--- config.mk ---
export PLATFORM = sky130hd
export DESIGN_NAME = gcc_from_mjd
export DESIGN_NICKNAME = d
export VERILOG_FILES = /design/src/rtl/core/gcc_pkg.sv /design/src/rtl/core/gcc_from_mjd.sv
export SDC_FILE = /design/constraint.sdc
export NUM_CORES = 2
export LEC_CHECK = 0
export ABC_AREA = 1
export BUFFER_PORTS_ARGS = -buffer_cell sky130_fd_sc_hd__buf_2
export CORE_MARGIN = 2
export CORE_UTILIZATION = 66
export CTS_CLUSTER_DIAMETER = 60
export DETAILED_ROUTE_END_ITERATION = 7
export MAX_ROUTING_LAYER = met4
export PLACE_DENSITY = 0.86
export SYNTH_ARGS = -nofsm -noshare
export SYNTH_HDL_FRONTEND = slang
export SYNTH_SLANG_ARGS = --single-unit
--- constraint.sdc ---
create_clock -name clk_i -period 16.18 [get_ports clk_i]
set_clock_uncertainty 0.15 [all_clocks]
set_input_delay 1.618 -clock clk_i [delete_from_list [all_inputs] [get_ports clk_i]]
set_output_delay 1.618 -clock clk_i [all_outputs]
set_load 0.05 [all_outputs]
--- src/rtl/core/gcc_pkg.sv ---
// ----------------------------------------------------------------------------
// GPS calendar converter package
// Shared item type, opcodes, time constants and small lookup functions.
// ----------------------------------------------------------------------------
package gcc_pkg;

  typedef enum logic {
    OpCalToGps = 1'b0,
    OpGpsToCal = 1'b1
  } op_e;

  // Pipeline depth, split between the front (to MJD) and back (from MJD) halves
  localparam int FrontStages = 4;
  localparam int BackStages  = 6;
  localparam int NumStages   = FrontStages + BackStages;

  // Time units in microseconds
  localparam logic [39:0] UsPerDay  = 40'd86400000000;
  localparam logic [39:0] UsPerHour = 40'd3600000000;
  localparam logic [39:0] UsPerMin  = 40'd60000000;
  localparam logic [39:0] WeekUsMax = 40'd604799999999;

  // Calendar field limits
  localparam logic [11:0] YearFirst  = 12'd1980;
  localparam logic [11:0] YearLast   = 12'd2099;
  localparam logic [3:0]  MonthLast  = 4'd12;
  localparam logic [4:0]  HourLast   = 5'd23;
  localparam logic [5:0]  MinuteLast = 6'd59;
  localparam logic [25:0] SecUsLast  = 26'd59999999;

  // Day numbers
  localparam logic [16:0] MjdGpsEpoch = 17'd44244;
  localparam logic [16:0] MjdLast     = 17'd88068;
  localparam logic [19:0] MjdOffset   = 20'd679019;
  localparam logic [19:0] DayNumFirst = 20'd723263;   // MjdOffset + MjdGpsEpoch
  localparam logic [19:0] DayNumLast  = 20'd767087;   // MjdOffset + MjdLast
  localparam logic [23:0] JdBias      = 24'd2401538;  // 2400001 + 1537
  localparam logic [27:0] CentBias    = 28'd240141590; // JdBias * 100 - 12210
  localparam logic [27:0] CentDays    = 28'd36525;
  localparam logic [12:0] YearBase    = 13'd4715;

  // Reciprocals for division by constants: q0 = (x * Recip) >> Shift
  localparam logic [32:0] RecipWeek = 33'd74899;  // /7, exact for x < 2^16
  localparam int          ShiftWeek = 19;
  localparam logic [32:0] RecipDay  = 33'd12;     // /42187500 after >> 11
  localparam int          ShiftDay  = 29;
  localparam logic [32:0] RecipHour = 33'd38;     // /3515625 after >> 10
  localparam int          ShiftHour = 27;
  localparam logic [30:0] RecipMin  = 31'd71;     // /234375 after >> 8
  localparam int          ShiftMin  = 24;
  localparam logic [40:0] RecipCent = 41'd7349;   // /36525
  localparam int          ShiftCent = 28;

  typedef struct packed {
    op_e         op;
    logic        err;
    logic [11:0] year;
    logic [3:0]  month;
    logic [4:0]  day;
    logic [4:0]  hour;
    logic [5:0]  minute;
    logic [25:0] sec_us;
    logic [12:0] week;
    logic [39:0] wsec;
    logic [16:0] mjd;
    logic [36:0] frac;
    logic [3:0]  qd;    // short quotient scratch
    logic [39:0] acc;   // remainder scratch for the clock split
    logic [27:0] n;     // scratch for the date split
    logic [12:0] c;     // year-like count from the date split
  } item_t;

  // floor(30.6001 * e)
  function automatic logic [8:0] floor30(input logic [3:0] e);
    logic [8:0] r;
    unique case (e)
      4'd0:  r = 9'd0;
      4'd1:  r = 9'd30;
      4'd2:  r = 9'd61;
      4'd3:  r = 9'd91;
      4'd4:  r = 9'd122;
      4'd5:  r = 9'd153;
      4'd6:  r = 9'd183;
      4'd7:  r = 9'd214;
      4'd8:  r = 9'd244;
      4'd9:  r = 9'd275;
      4'd10: r = 9'd306;
      4'd11: r = 9'd336;
      4'd12: r = 9'd367;
      4'd13: r = 9'd397;
      4'd14: r = 9'd428;
      4'd15: r = 9'd459;
    endcase
    return r;
  endfunction

  // floor(bd / 30.6001): count the month boundaries that bd passes
  function automatic logic [3:0] month_code(input logic [9:0] bd);
    logic [3:0] e;
    e = '0;
    for (int k = 1; k < 16; k++) begin
      if (bd > 10'(floor30(4'(k)))) begin
        e = 4'(k);
      end
    end
    return e;
  endfunction

endpackage

--- src/rtl/core/gcc_from_mjd.sv ---
// ----------------------------------------------------------------------------
// GPS calendar converter, back half
// Six stages that split an MJD day into year, month and day and the
// microseconds of day into hour, minute and second, then format the result.
// ----------------------------------------------------------------------------
module gcc_from_mjd (
  input  logic                           clk_i,
  input  logic [gcc_pkg::BackStages-1:0] en_i,
  input  gcc_pkg::item_t                 item_i,
  output gcc_pkg::item_t                 item_o
);

  gcc_pkg::item_t s5_d, s5_q, s6_d, s6_q, s7_d, s7_q, s8_d, s8_q, s9_d, s9_q;
  gcc_pkg::item_t s10_d, s10_q;

  logic [39:0] s9_acc;
  logic [3:0]  s10_mo;

  // Stage 5: century quotient estimate; hour remainder
  always_comb begin
    s5_d = item_i;
    if (item_i.op == gcc_pkg::OpGpsToCal) begin
      s5_d.c   = 13'((41'(item_i.n) * gcc_pkg::RecipCent) >> gcc_pkg::ShiftCent);
      s5_d.acc = 40'(item_i.frac) - 40'(item_i.hour) * gcc_pkg::UsPerHour;
    end
  end

  // Stage 6: century remainder; fix up the hour
  always_comb begin
    s6_d = s5_q;
    if (s5_q.op == gcc_pkg::OpGpsToCal) begin
      s6_d.n = s5_q.n - 28'(s5_q.c) * gcc_pkg::CentDays;
      if (s5_q.acc >= gcc_pkg::UsPerHour) begin
        s6_d.hour = s5_q.hour + 5'd1;
        s6_d.acc  = s5_q.acc - gcc_pkg::UsPerHour;
      end
    end
  end

  // Stage 7: fix up the year count; minute estimate
  always_comb begin
    s7_d = s6_q;
    if (s6_q.op == gcc_pkg::OpGpsToCal) begin
      if (s6_q.n >= gcc_pkg::CentDays) begin
        s7_d.c = s6_q.c + 13'd1;
      end
      s7_d.minute = 6'((31'(s6_q.acc[31:8]) * gcc_pkg::RecipMin) >> gcc_pkg::ShiftMin);
    end
  end

  // Stage 8: day within the shifted year; minute remainder
  always_comb begin
    s8_d = s7_q;
    if (s7_q.op == gcc_pkg::OpGpsToCal) begin
      s8_d.n   = 28'(24'(s7_q.mjd) + gcc_pkg::JdBias - ((24'(s7_q.c) * 24'd1461) >> 2));
      s8_d.acc = s7_q.acc - 40'(s7_q.minute) * gcc_pkg::UsPerMin;
    end
  end

  // Stage 9: month code; fix up the minute and take the seconds
  always_comb begin
    s9_acc = s8_q.acc;
    s9_d   = s8_q;
    if (s8_q.op == gcc_pkg::OpGpsToCal) begin
      s9_d.qd = gcc_pkg::month_code(s8_q.n[9:0]);
      if (s8_q.acc >= gcc_pkg::UsPerMin) begin
        s9_d.minute = s8_q.minute + 6'd1;
        s9_acc      = s8_q.acc - gcc_pkg::UsPerMin;
      end
      s9_d.acc    = s9_acc;
      s9_d.sec_us = 26'(s9_acc);
    end
  end

  // Stage 10: day, month and year; zero the result on a range error
  always_comb begin
    s10_mo = (s9_q.qd < 4'd14) ? s9_q.qd - 4'd1 : s9_q.qd - 4'd13;
    s10_d  = s9_q;
    if (s9_q.op == gcc_pkg::OpGpsToCal) begin
      s10_d.day   = 5'(s9_q.n[9:0] - 10'(gcc_pkg::floor30(s9_q.qd)));
      s10_d.month = s10_mo;
      s10_d.year  = 12'(s9_q.c - gcc_pkg::YearBase - 13'(s10_mo >= 4'd3));
    end
    if (s9_q.err) begin
      s10_d     = '0;
      s10_d.op  = s9_q.op;
      s10_d.err = 1'b1;
    end
  end

  always_ff @(posedge clk_i) begin
    if (en_i[0]) begin
      s5_q <= s5_d;
    end
    if (en_i[1]) begin
      s6_q <= s6_d;
    end
    if (en_i[2]) begin
      s7_q <= s7_d;
    end
    if (en_i[3]) begin
      s8_q <= s8_d;
    end
    if (en_i[4]) begin
      s9_q <= s9_d;
    end
    if (en_i[5]) begin
      s10_q <= s10_d;
    end
  end

  assign item_o = s10_q;

endmodule
==> results.py <==
metrics = {
    "status": {
        "outcome": "finished clean",
    },
    "routing": {
        "drtIter0Drc": 5233,
        "top_layer_used": "met4",
        "drt-total-wl_um": 207000,
        "drt_drc_violations_left": 0,
        "num_vias": 49300,
        "m1WireLength_um": 73900,
        "drt-pass1-iter-count": 7,
        "wire_per_inst_um": 24.5,
        "wl_met3_um": 14800,
        "postRouteAntennaNets": 0,
        "wl_met2_um": 106000,
        "drt-vias-per-instance": 5.84,
    },
    "sta": {
        "worst_slew_pin_slew_ns": 1.10,
        "slew_headroom_pct": 26.4,
        "fin_crit_ns": 7.06,
        "drv_slew": 0,
        "tns_ns": 0,
        "max_freq_mhz": 142,
        "hold_viol": 0,
        "finalCritPeriodShare_pct": 43.7,
        "setup_viol": 0,
        "rsz0062_at_grt": "no",
    },
    "synth": {
        "synth_seq_cells": 1517,
        "synth_largest_area_cell": "edfxtp_1",
        "synth_warnings": 0,
        "synth_nets": 7369,
        "yosysUniqueCellTypes": 67,
        "ys_seq_area_share_pct": 59.1,
        "syn_inst": 6156,
        "synth_top_area_share_pct": 59.0,
        "syn-cell-area_um2": 77000,
        "synthFlopType": "edfxtp_1",
        "synth_edf_count": 1512,
        "synthArstFlopShare_pct": 0,
        "synthTopCellsByArea": "edfxtp_1 59%, ha_1 9.9%, fa_1 8.9%, inv_1 5.3%, nand2_1 3.6%",
        "syn_area_per_cell_um2": 12.5,
    },
    "global_route": {
        "overflow": 0,
        "grtUsageTotal_pct": 35.7,
        "antenna_found_initial": 36,
        "grt_pass1_wl_um": 308000,
        "grt_pass1_vias": 50700,
        "grt_start_max_net_pins": 180,
    },
    "clock_network": {
        "clk_latency_ns": 0.79,
        "root_buffer": "clkbuf_16",
        "clkSlewWorstSetupHoldPaths_ns": 0.06,
        "holdBufCountCts": 0,
        "cts_made_buffers": 151,
        "clockBufferDepth": 3,
        "postCtsResizedCells": 0,
        "cts.htree.levels": 4,
        "clock-sinks": 1517,
        "cts_tree": "built",
        "post-cts-setup-buffers": 0,
    },
    "floorplan": {
        "initial_core_util_pct": 66.5,
        "rows": 125,
        "pin_count": 511,
        "die_w_um": 346,
        "die_area_um2": 119000,
        "die_h_um": 346,
        "design.core.area_um2": 116000,
    },
    "final_layout": {
        "nNetsFinal": 7977,
        "drive_gt1_share_pct": 12.3,
        "area_growth_pct": 12.4,
    },
    "setup_path": {
        "crit_arrival_ns": 7.42,
        "crit_type": "flop to flop",
        "critical_path.startpoint_type": "flop",
        "cp.required_ns": 16.54,
        "endpoint_kind": "flop",
        "path_max_fanout": 5,
    },
    "placement": {
        "dp_hpwl_um": 143000,
        "gp_congestion": 0.989,
        "port_buffers": 510,
    },
    "job": {
        "cap_violations": 0,
    },
    "min_path": {
        "hp-class": "flop to flop",
    },
}
## state kept, by name, summed over array words and instances, names as in the netlist, named ones only
name and flops:
s7_q 252, s6_q 252, s5_q 252, s9_q 252, item_o 252, s8_q 252
## placed cells by master (no fill, tap or decap), types with 18 or more instances in the layout
cell type,instances
clkbuf_16,152
diode_2,36
ha_1,611
o211ai_1,25
xnor2_1,95
nor3_1,44
nor4_1,23
or2_2,33
edfxtp_1,1512
o21ai_0,250
xor2_1,118
a21oi_1,269
inv_1,1090
fa_1,343
buf_4,23
a31oi_1,40
clkinv_1,30
clkbuf_1,22
clkinv_2,18
nand2_1,742
nand3_1,145
buf_2,504
nor2_1,492
o21ai_1,27
nand4_1,47
## metrics by stage
step	setup slack, ns	cells	area (um^2)	utilization [%]	hold slack [ns]
2_1_floorplan	9.85	6156	77000	-	0.250
3_3_place_gp	9.20	8135	81400	70.3	0.250
3_5_place_dp	9.20	8135	81400	70.3	0.255
4_1_cts	9.15	8407	86400	74.6	0.233
5_1_grt	8.64	8443	86500	74.7	0.244
6_report	9.12	8443	86500	74.7	0.228
## cell type report
cell class                      instances  area [um^2]
Multi-Input combinational cell       3457        27000
Timing Repair Buffer                  535         2830
Inverter                             1102         4140
Tap cell                             1524         1910
Fill cell                            7094        29400
Clock inverter                         98         1140
Sequential cell                      1517        45500
Antenna cell                           36         90.1
Clock buffer                          174         3890
## cells by family (layout without fill, tap and decap cells)
logic type / after synthesis / after routing / share of synthesized area [%]
simple gates: 1572 / 1572 / 8.59
flops: 1517 / 1517 / 59.1
buf+inv: 1182 / 1909 / 5.80
fa+ha+maj: 954 / 954 / 18.8
compound gates: 718 / 718 / 5.26
xor+xnor: 213 / 213 / 2.42
other cells: 0 / 36 / 0
## synthesized netlist by cell type, types with 44 or more instances
cell type / count
nor3_1: 44
xor2_1: 118
inv_1: 1091
nor2_1: 492
nand2_1: 742
clkbuf_1: 66
fa_1: 343
ha_1: 611
xnor2_1: 95
nand3_1: 145
nand4_1: 47
edfxtp_1: 1512
o21ai_0: 250
a21oi_1: 269
## worst max-delay path, cell delays in order (launching register included)
cell and delay, ns:
edfxtp_1 0.47, ha_1 0.35, fa_1 0.54, inv_1 0.05
fa_1 0.48, inv_1 0.06, fa_1 0.53, inv_1 0.06
fa_1 0.52, inv_1 0.04, ha_1 0.34, nand2_1 0.11
o21ai_1 0.25, a21oi_2 0.10, o31ai_1 0.47, a31oi_1 0.17
xor2_1 0.18, ha_1 0.28, ha_1 0.36, nand2_1 0.08
nor2_1 0.19, nand4_1 0.10, o211ai_1 0.32, a21oi_1 0.15
or2_2 0.31, nand3_1 0.09, nand2_1 0.06
## per-layer routing
| layer | vias up | track usage, % |
|---|---|---|
| met5 | - | - |
| met4 | 0 | 18.1 |
| met3 | 537 | 4.61 |
| met2 | 2661 | 60.9 |
| met1 | 24000 | 42.0 |
| li1 | 22100 | - |
## path summary, 6_finish.rpt
| kind | cells after the start | start | to | slack, ns |
|---|---|---|---|---|
| max | 26 | s7_q[7] | s8_q[35] | 9.12 |
| min | 0 | s5_q[211] | s6_q[211] | 0.23 |
| max reg2reg | 26 | s7_q[7] | s8_q[35] | 9.12 |
| min reg2reg | 0 | s5_q[211] | s6_q[211] | 0.23 |
Power is left out: the tool's default activity adds up to more than one toggle a clock period on the data nets, which glitch-free logic cannot reach.
