[config.mk]
export PLATFORM = sky130hd
export DESIGN_NAME = gcc_to_mjd
export DESIGN_NICKNAME = d
export VERILOG_FILES = /design/src/rtl/core/gcc_pkg.sv /design/src/rtl/core/gcc_to_mjd.sv
export SDC_FILE = /design/constraint.sdc
export NUM_CORES = 2
export LEC_CHECK = 0
export ABC_AREA = 1
export BUFFER_PORTS_ARGS = -buffer_cell sky130_fd_sc_hd__buf_4
export CORE_MARGIN = 2
export CORE_UTILIZATION = 35
export DETAILED_ROUTE_END_ITERATION = 10
export SKIP_CTS_REPAIR_TIMING = 1
export SKIP_LAST_GASP = 1
export SLEW_MARGIN = 0
export SYNTH_ARGS = -nofsm -noshare
export SYNTH_HDL_FRONTEND = slang
export SYNTH_SLANG_ARGS = --single-unit
[constraint.sdc]
create_clock -name clk_i -period 21.1 [get_ports clk_i]
set_input_delay 4.22 -clock clk_i [delete_from_list [all_inputs] [get_ports clk_i]]
set_output_delay 4.22 -clock clk_i [all_outputs]
set_load 0.02 [all_outputs]
[src/rtl/core/gcc_pkg.sv]
// ----------------------------------------------------------------------------
// GPS calendar converter package
// Shared item type, opcodes, time constants and small lookup functions.
// ----------------------------------------------------------------------------
package gcc_pkg;

  typedef enum logic {
    OpCalToGps = 1'b0,
    OpGpsToCal = 1'b1
  } op_e;

  // Pipeline depth, split between the front (to MJD) and back (from MJD) halves
  localparam int FrontStages = 4;
  localparam int BackStages  = 6;
  localparam int NumStages   = FrontStages + BackStages;

  // Time units in microseconds
  localparam logic [39:0] UsPerDay  = 40'd86400000000;
  localparam logic [39:0] UsPerHour = 40'd3600000000;
  localparam logic [39:0] UsPerMin  = 40'd60000000;
  localparam logic [39:0] WeekUsMax = 40'd604799999999;

  // Calendar field limits
  localparam logic [11:0] YearFirst  = 12'd1980;
  localparam logic [11:0] YearLast   = 12'd2099;
  localparam logic [3:0]  MonthLast  = 4'd12;
  localparam logic [4:0]  HourLast   = 5'd23;
  localparam logic [5:0]  MinuteLast = 6'd59;
  localparam logic [25:0] SecUsLast  = 26'd59999999;

  // Day numbers
  localparam logic [16:0] MjdGpsEpoch = 17'd44244;
  localparam logic [16:0] MjdLast     = 17'd88068;
  localparam logic [19:0] MjdOffset   = 20'd679019;
  localparam logic [19:0] DayNumFirst = 20'd723263;   // MjdOffset + MjdGpsEpoch
  localparam logic [19:0] DayNumLast  = 20'd767087;   // MjdOffset + MjdLast
  localparam logic [23:0] JdBias      = 24'd2401538;  // 2400001 + 1537
  localparam logic [27:0] CentBias    = 28'd240141590; // JdBias * 100 - 12210
  localparam logic [27:0] CentDays    = 28'd36525;
  localparam logic [12:0] YearBase    = 13'd4715;

  // Reciprocals for division by constants: q0 = (x * Recip) >> Shift
  localparam logic [32:0] RecipWeek = 33'd74899;  // /7, exact for x < 2^16
  localparam int          ShiftWeek = 19;
  localparam logic [32:0] RecipDay  = 33'd12;     // /42187500 after >> 11
  localparam int          ShiftDay  = 29;
  localparam logic [32:0] RecipHour = 33'd38;     // /3515625 after >> 10
  localparam int          ShiftHour = 27;
  localparam logic [30:0] RecipMin  = 31'd71;     // /234375 after >> 8
  localparam int          ShiftMin  = 24;
  localparam logic [40:0] RecipCent = 41'd7349;   // /36525
  localparam int          ShiftCent = 28;

  typedef struct packed {
    op_e         op;
    logic        err;
    logic [11:0] year;
    logic [3:0]  month;
    logic [4:0]  day;
    logic [4:0]  hour;
    logic [5:0]  minute;
    logic [25:0] sec_us;
    logic [12:0] week;
    logic [39:0] wsec;
    logic [16:0] mjd;
    logic [36:0] frac;
    logic [3:0]  qd;    // short quotient scratch
    logic [39:0] acc;   // remainder scratch for the clock split
    logic [27:0] n;     // scratch for the date split
    logic [12:0] c;     // year-like count from the date split
  } item_t;

  // floor(30.6001 * e)
  function automatic logic [8:0] floor30(input logic [3:0] e);
    logic [8:0] r;
    unique case (e)
      4'd0:  r = 9'd0;
      4'd1:  r = 9'd30;
      4'd2:  r = 9'd61;
      4'd3:  r = 9'd91;
      4'd4:  r = 9'd122;
      4'd5:  r = 9'd153;
      4'd6:  r = 9'd183;
      4'd7:  r = 9'd214;
      4'd8:  r = 9'd244;
      4'd9:  r = 9'd275;
      4'd10: r = 9'd306;
      4'd11: r = 9'd336;
      4'd12: r = 9'd367;
      4'd13: r = 9'd397;
      4'd14: r = 9'd428;
      4'd15: r = 9'd459;
    endcase
    return r;
  endfunction

  // floor(bd / 30.6001): count the month boundaries that bd passes
  function automatic logic [3:0] month_code(input logic [9:0] bd);
    logic [3:0] e;
    e = '0;
    for (int k = 1; k < 16; k++) begin
      if (bd > 10'(floor30(4'(k)))) begin
        e = 4'(k);
      end
    end
    return e;
  endfunction

endpackage

[src/rtl/core/gcc_to_mjd.sv]
// ----------------------------------------------------------------------------
// GPS calendar converter, front half
// Four stages that bring either input form to an MJD day plus microseconds of
// day, and finish the calendar-to-GPS direction.
// ----------------------------------------------------------------------------
module gcc_to_mjd (
  input  logic                            clk_i,
  input  logic [gcc_pkg::FrontStages-1:0] en_i,
  input  gcc_pkg::item_t                  item_i,
  output gcc_pkg::item_t                  item_o
);

  gcc_pkg::item_t s1_d, s1_q, s2_d, s2_q, s3_d, s3_q, s4_d, s4_q;

  logic [11:0] cal_y;
  logic [3:0]  cal_m;
  logic [21:0] cal_ydays;
  logic [19:0] cal_t;
  logic [36:0] cal_frac;
  logic        cal_bad;
  logic [15:0] s2_x;
  logic [15:0] s3_x;

  // Stage 1: validate, day number and time of day (calendar); range check and day estimate (GPS)
  always_comb begin
    cal_y     = (item_i.month <= 4'd2) ? item_i.year - 12'd1 : item_i.year;
    cal_m     = (item_i.month <= 4'd2) ? item_i.month + 4'd12 : item_i.month;
    cal_ydays = 22'(cal_y) * 22'd1461;
    cal_t     = 20'(cal_ydays >> 2) + 20'(gcc_pkg::floor30(cal_m + 4'd1))
              + 20'(item_i.day);
    cal_frac  = 37'(item_i.hour) * 37'(gcc_pkg::UsPerHour)
              + 37'(item_i.minute) * 37'(gcc_pkg::UsPerMin)
              + 37'(item_i.sec_us);
    cal_bad   = (item_i.year < gcc_pkg::YearFirst) || (item_i.year > gcc_pkg::YearLast)
             || (item_i.month == 4'd0) || (item_i.month > gcc_pkg::MonthLast)
             || (item_i.day == 5'd0) || (item_i.hour > gcc_pkg::HourLast)
             || (item_i.minute > gcc_pkg::MinuteLast)
             || (item_i.sec_us > gcc_pkg::SecUsLast)
             || (cal_t < gcc_pkg::DayNumFirst) || (cal_t > gcc_pkg::DayNumLast);
    s1_d = item_i;
    if (item_i.op == gcc_pkg::OpCalToGps) begin
      s1_d.err  = cal_bad;
      s1_d.mjd  = 17'(cal_t - gcc_pkg::MjdOffset);
      s1_d.frac = cal_frac;
    end else begin
      s1_d.err = item_i.wsec > gcc_pkg::WeekUsMax;
      s1_d.qd  = 4'((33'(item_i.wsec >> 11) * gcc_pkg::RecipDay) >> gcc_pkg::ShiftDay);
    end
  end

  // Stage 2: week quotient (calendar); day remainder and MJD estimate (GPS)
  always_comb begin
    s2_x = 16'(s1_q.mjd - gcc_pkg::MjdGpsEpoch);
    s2_d = s1_q;
    if (s1_q.op == gcc_pkg::OpCalToGps) begin
      s2_d.week = 13'((33'(s2_x) * gcc_pkg::RecipWeek) >> gcc_pkg::ShiftWeek);
    end else begin
      s2_d.acc = s1_q.wsec - 40'(s1_q.qd) * gcc_pkg::UsPerDay;
      s2_d.mjd = gcc_pkg::MjdGpsEpoch + 17'(s1_q.week) * 17'd7 + 17'(s1_q.qd);
    end
  end

  // Stage 3: day of week (calendar); fix up the day estimate (GPS)
  always_comb begin
    s3_x = 16'(s2_q.mjd - gcc_pkg::MjdGpsEpoch);
    s3_d = s2_q;
    if (s2_q.op == gcc_pkg::OpCalToGps) begin
      s3_d.qd = 4'(s3_x - 16'(s2_q.week) * 16'd7);
    end else if (s2_q.acc >= gcc_pkg::UsPerDay) begin
      s3_d.mjd  = s2_q.mjd + 17'd1;
      s3_d.frac = 37'(s2_q.acc - gcc_pkg::UsPerDay);
    end else begin
      s3_d.frac = 37'(s2_q.acc);
    end
  end

  // Stage 4: seconds of week (calendar); range check, century numerator and
  // hour estimate (GPS)
  always_comb begin
    s4_d = s3_q;
    if (s3_q.op == gcc_pkg::OpCalToGps) begin
      s4_d.wsec = 40'(s3_q.qd) * gcc_pkg::UsPerDay + 40'(s3_q.frac);
    end else begin
      s4_d.err  = s3_q.err || (s3_q.mjd > gcc_pkg::MjdLast);
      s4_d.n    = 28'(s3_q.mjd) * 28'd100 + gcc_pkg::CentBias;
      s4_d.hour = 5'((33'(s3_q.frac >> 10) * gcc_pkg::RecipHour) >> gcc_pkg::ShiftHour);
    end
  end

  always_ff @(posedge clk_i) begin
    if (en_i[0]) begin
      s1_q <= s1_d;
    end
    if (en_i[1]) begin
      s2_q <= s2_d;
    end
    if (en_i[2]) begin
      s3_q <= s3_d;
    end
    if (en_i[3]) begin
      s4_q <= s4_d;
    end
  end

  assign item_o = s4_q;

endmodule

==> impl_metrics.csv <==
group,metric,value,unit
status,status,"complete, no violations",
worst_setup_path,crit_type,"in2reg",
detailed_routing,ant_nets,0,
detailed_routing,wire_per_inst,20.0,um
clock_network,cts_tree,"yes",
global_route,grt_max_degree,88,
timing,fin_skew,0.0680,ns
timing,maxSlewViolCount,0,
global_route,grt_first_pass_wirelength,253000,um
logic_synthesis,synthMostInstantiatedCell,"nand2_1",
logic_synthesis,yosys-top-cells-area,"edfxtp_1 50%, ha_1 14%, nand2_1 7.1%",
global_route,antenna_found_initial,37,
detailed_routing,route.detailed.drc,0,
worst_setup_path,cp_slowest_cell,"fa_1",
logic_synthesis,syn_nets,6782,
timing,worst_slack,9.46,ns
final_layout,seq_area,0.0303,mm2
logic_synthesis,synth.top_cell.area_share,50.4,%
clock_network,h-tree-depth,3,
clock_network,clockRootBuffer,"clkbuf_16",
die,chipWidth,418,um
timing,hold_ws,0.390,ns
final_layout,finalInstanceArea,0.0704,mm2
logic_synthesis,syn_area,0.0601,mm2
timing,fin_crit,11.64,ns
timing,tightest_slew,1.05,ns
worst_setup_path,crit_path_end_kind,"flip-flop",
timing,fmax,85.9,MHz
clock_network,numCtsBuffers,107,
logic_synthesis,ys_ff_latch,1008,
timing,final.setup.tns,0,ns
die,die_y,418,um
global_route,grt_pass1_vias,41400,
logic_synthesis,synth_flop_cell,"edfxtp_1",
place,post-place-ws,8.67,ns
logic_synthesis,synth_commonest_cells,"1136 x nand2_1, 1008 x edfxtp_1, 863 x inv_1",
final_layout,fillers,16500,
detailed_routing,drt-vias-per-instance,4.79,
logic_synthesis,yosysSeqAreaShare,50.4,%
worst_setup_path,crit_top_cell,"nand2_1",
flow_run,cap_violations,0,
final_layout,layout-drive-gt1-share,13.1,%
final_layout,multi_input_area,0.0263,mm2
timing,min_period_over_period,55.2,%
place,dpl_cell_area,0.0667,mm2
logic_synthesis,synth-edff-count,1008,
global_route,track_usage,19.3,%
logic_synthesis,asyncSetResetFlopFracSynth,0,%
timing,rsz0062_at_grt,"false",
timing,report.final.hold_viol_count,0,
final_layout,syn_to_final_growth,17.1,%
logic_synthesis,synth_top_cell_by_area,"edfxtp_1",
worst_setup_path,path_max_fanout,11,
die,ios,509,
place,place.port_buffers,507,
die,start_util,35.1,%
worst_setup_path,startpoint_type,"input pin",
clock_network,clk_latency,0.76,ns
die,core,0.171,mm2
global_route,grt-ovfl-total,0,
hold_path,hold_class,"reg2reg",
worst_setup_path,worstPathArrival,12.12,ns
clock_network,clk_pin_slew_worst_paths,0.06,ns
final_layout,fin_nets,7361,
logic_synthesis,synth_cell_types,64,
worst_setup_path,cp.required,21.58,ns
place,hpwl,137000,um
die,die_area,0.175,mm2
die,row_count,152,
logic_synthesis,avgSynthCellArea,10.6,um2
detailed_routing,drtIter0Drc,2734,
clock_network,clock_path_buffers,3,
place,gp_congestion,0.927,
clock_network,cts.sinks,1008,
worst_setup_path,slowest_delay,0.56,ns
logic_synthesis,synthCells,5675,
logic_synthesis,yosys_warnings,0,
detailed_routing,num_vias,41200,
timing,slew_headroom,30.0,%
timing,setup_violations,0,
detailed_routing,drt_wl_total,172000,um
detailed_routing,first_pass_iters,8,
## registers in the layout, indices dropped and copies added, names as in the netlist
signal  cells
s2_q      252
s1_q      252
item_o    252
s3_q      252
## per-layer routing
layer	wire, um	GRT usage (%)
met3	5580	2.09
met2	89200	35.0
met4	6560	8.32
met1	70300	23.0
met5	0	0
## worst max-delay path: cells and delay by family
kind                     cells  cell delay (ns)
adder cells (fa/ha/maj)      8             3.28
AND/OR/NAND/NOR             24             2.86
buffers and inverters        9             0.78
AO/OA/AOI/OAI                3             0.74
XOR/XNOR                     1             0.17
## metrics by stage
step,instances,utilization (%)
final,8601,41.1
after global routing,8601,41.1
after CTS,8579,41.1
after detailed placement,8378,39.0
after global placement,8378,39.0
after floorplan,5675,-
## path summary, 6_finish.rpt
kind	to	slack (ns)	depth (start not counted)	startpoint
max	s1_q[138]	9.46	45	item_i[234]
min	s2_q[111]	0.39	0	s1_q[111]
max reg2reg	s2_q[186]	13.76	29	s1_q[124]
min reg2reg	s2_q[111]	0.39	0	s1_q[111]
## cells in the final DEF (no fill, tap or decap), types with 13 or more instances in the layout
| master | synthesis | final |
|---|---|---|
| a31oi_1 | 45 | 45 |
| o31ai_1 | 22 | 22 |
| ha_1 | 658 | 658 |
| nand2_2 | 18 | 18 |
| or2_2 | 57 | 57 |
| buf_4 | 0 | 527 |
| nor4_1 | 16 | 16 |
| clkbuf_16 | 0 | 108 |
| o21ai_0 | 242 | 242 |
| nand2_1 | 1136 | 1136 |
| fa_1 | 192 | 192 |
| o21ai_1 | 15 | 15 |
| inv_1 | 863 | 862 |
| xor2_1 | 137 | 137 |
| o211ai_1 | 14 | 14 |
| nor2_1 | 291 | 291 |
| nor2_2 | 13 | 13 |
| edfxtp_1 | 1008 | 1008 |
| bufinv_16 | 0 | 13 |
| o21a_1 | 17 | 17 |
| clkinv_2 | 0 | 14 |
| xnor2_1 | 75 | 75 |
| a21o_1 | 16 | 16 |
| nor3_1 | 55 | 55 |
| nand4_1 | 52 | 52 |
| clkinv_1 | 0 | 21 |
| clkbuf_1 | 49 | 20 |
| a21oi_1 | 320 | 320 |
| o21bai_1 | 20 | 20 |
| inv_2 | 20 | 21 |
| nand3_1 | 225 | 225 |
| diode_2 | 0 | 22 |
## logic make-up after synthesis
kind of cell    Yosys count  share of synthesized area, %
compound gates          756                          7.04
buf+inv                 944                          5.91
xor+xnor                217                          3.22
simple gates           1900                          13.4
fa+ha+maj               850                          20.1
flops                  1008                          50.4
## area by class of cell
type / instances / share of cell area [%]
antenna: 22 / 0.0782
clock buffer: 128 / 3.95
clock inverter: 73 / 1.21
inverter: 883 / 4.71
multi-input combinational: 3723 / 37.4
sequential: 1008 / 43.0
tap: 2233 / 3.97
timing repair buffer: 531 / 5.71
Power is left out: the tool's default activity adds up to more than one toggle a clock period on the data nets, which glitch-free logic cannot reach.
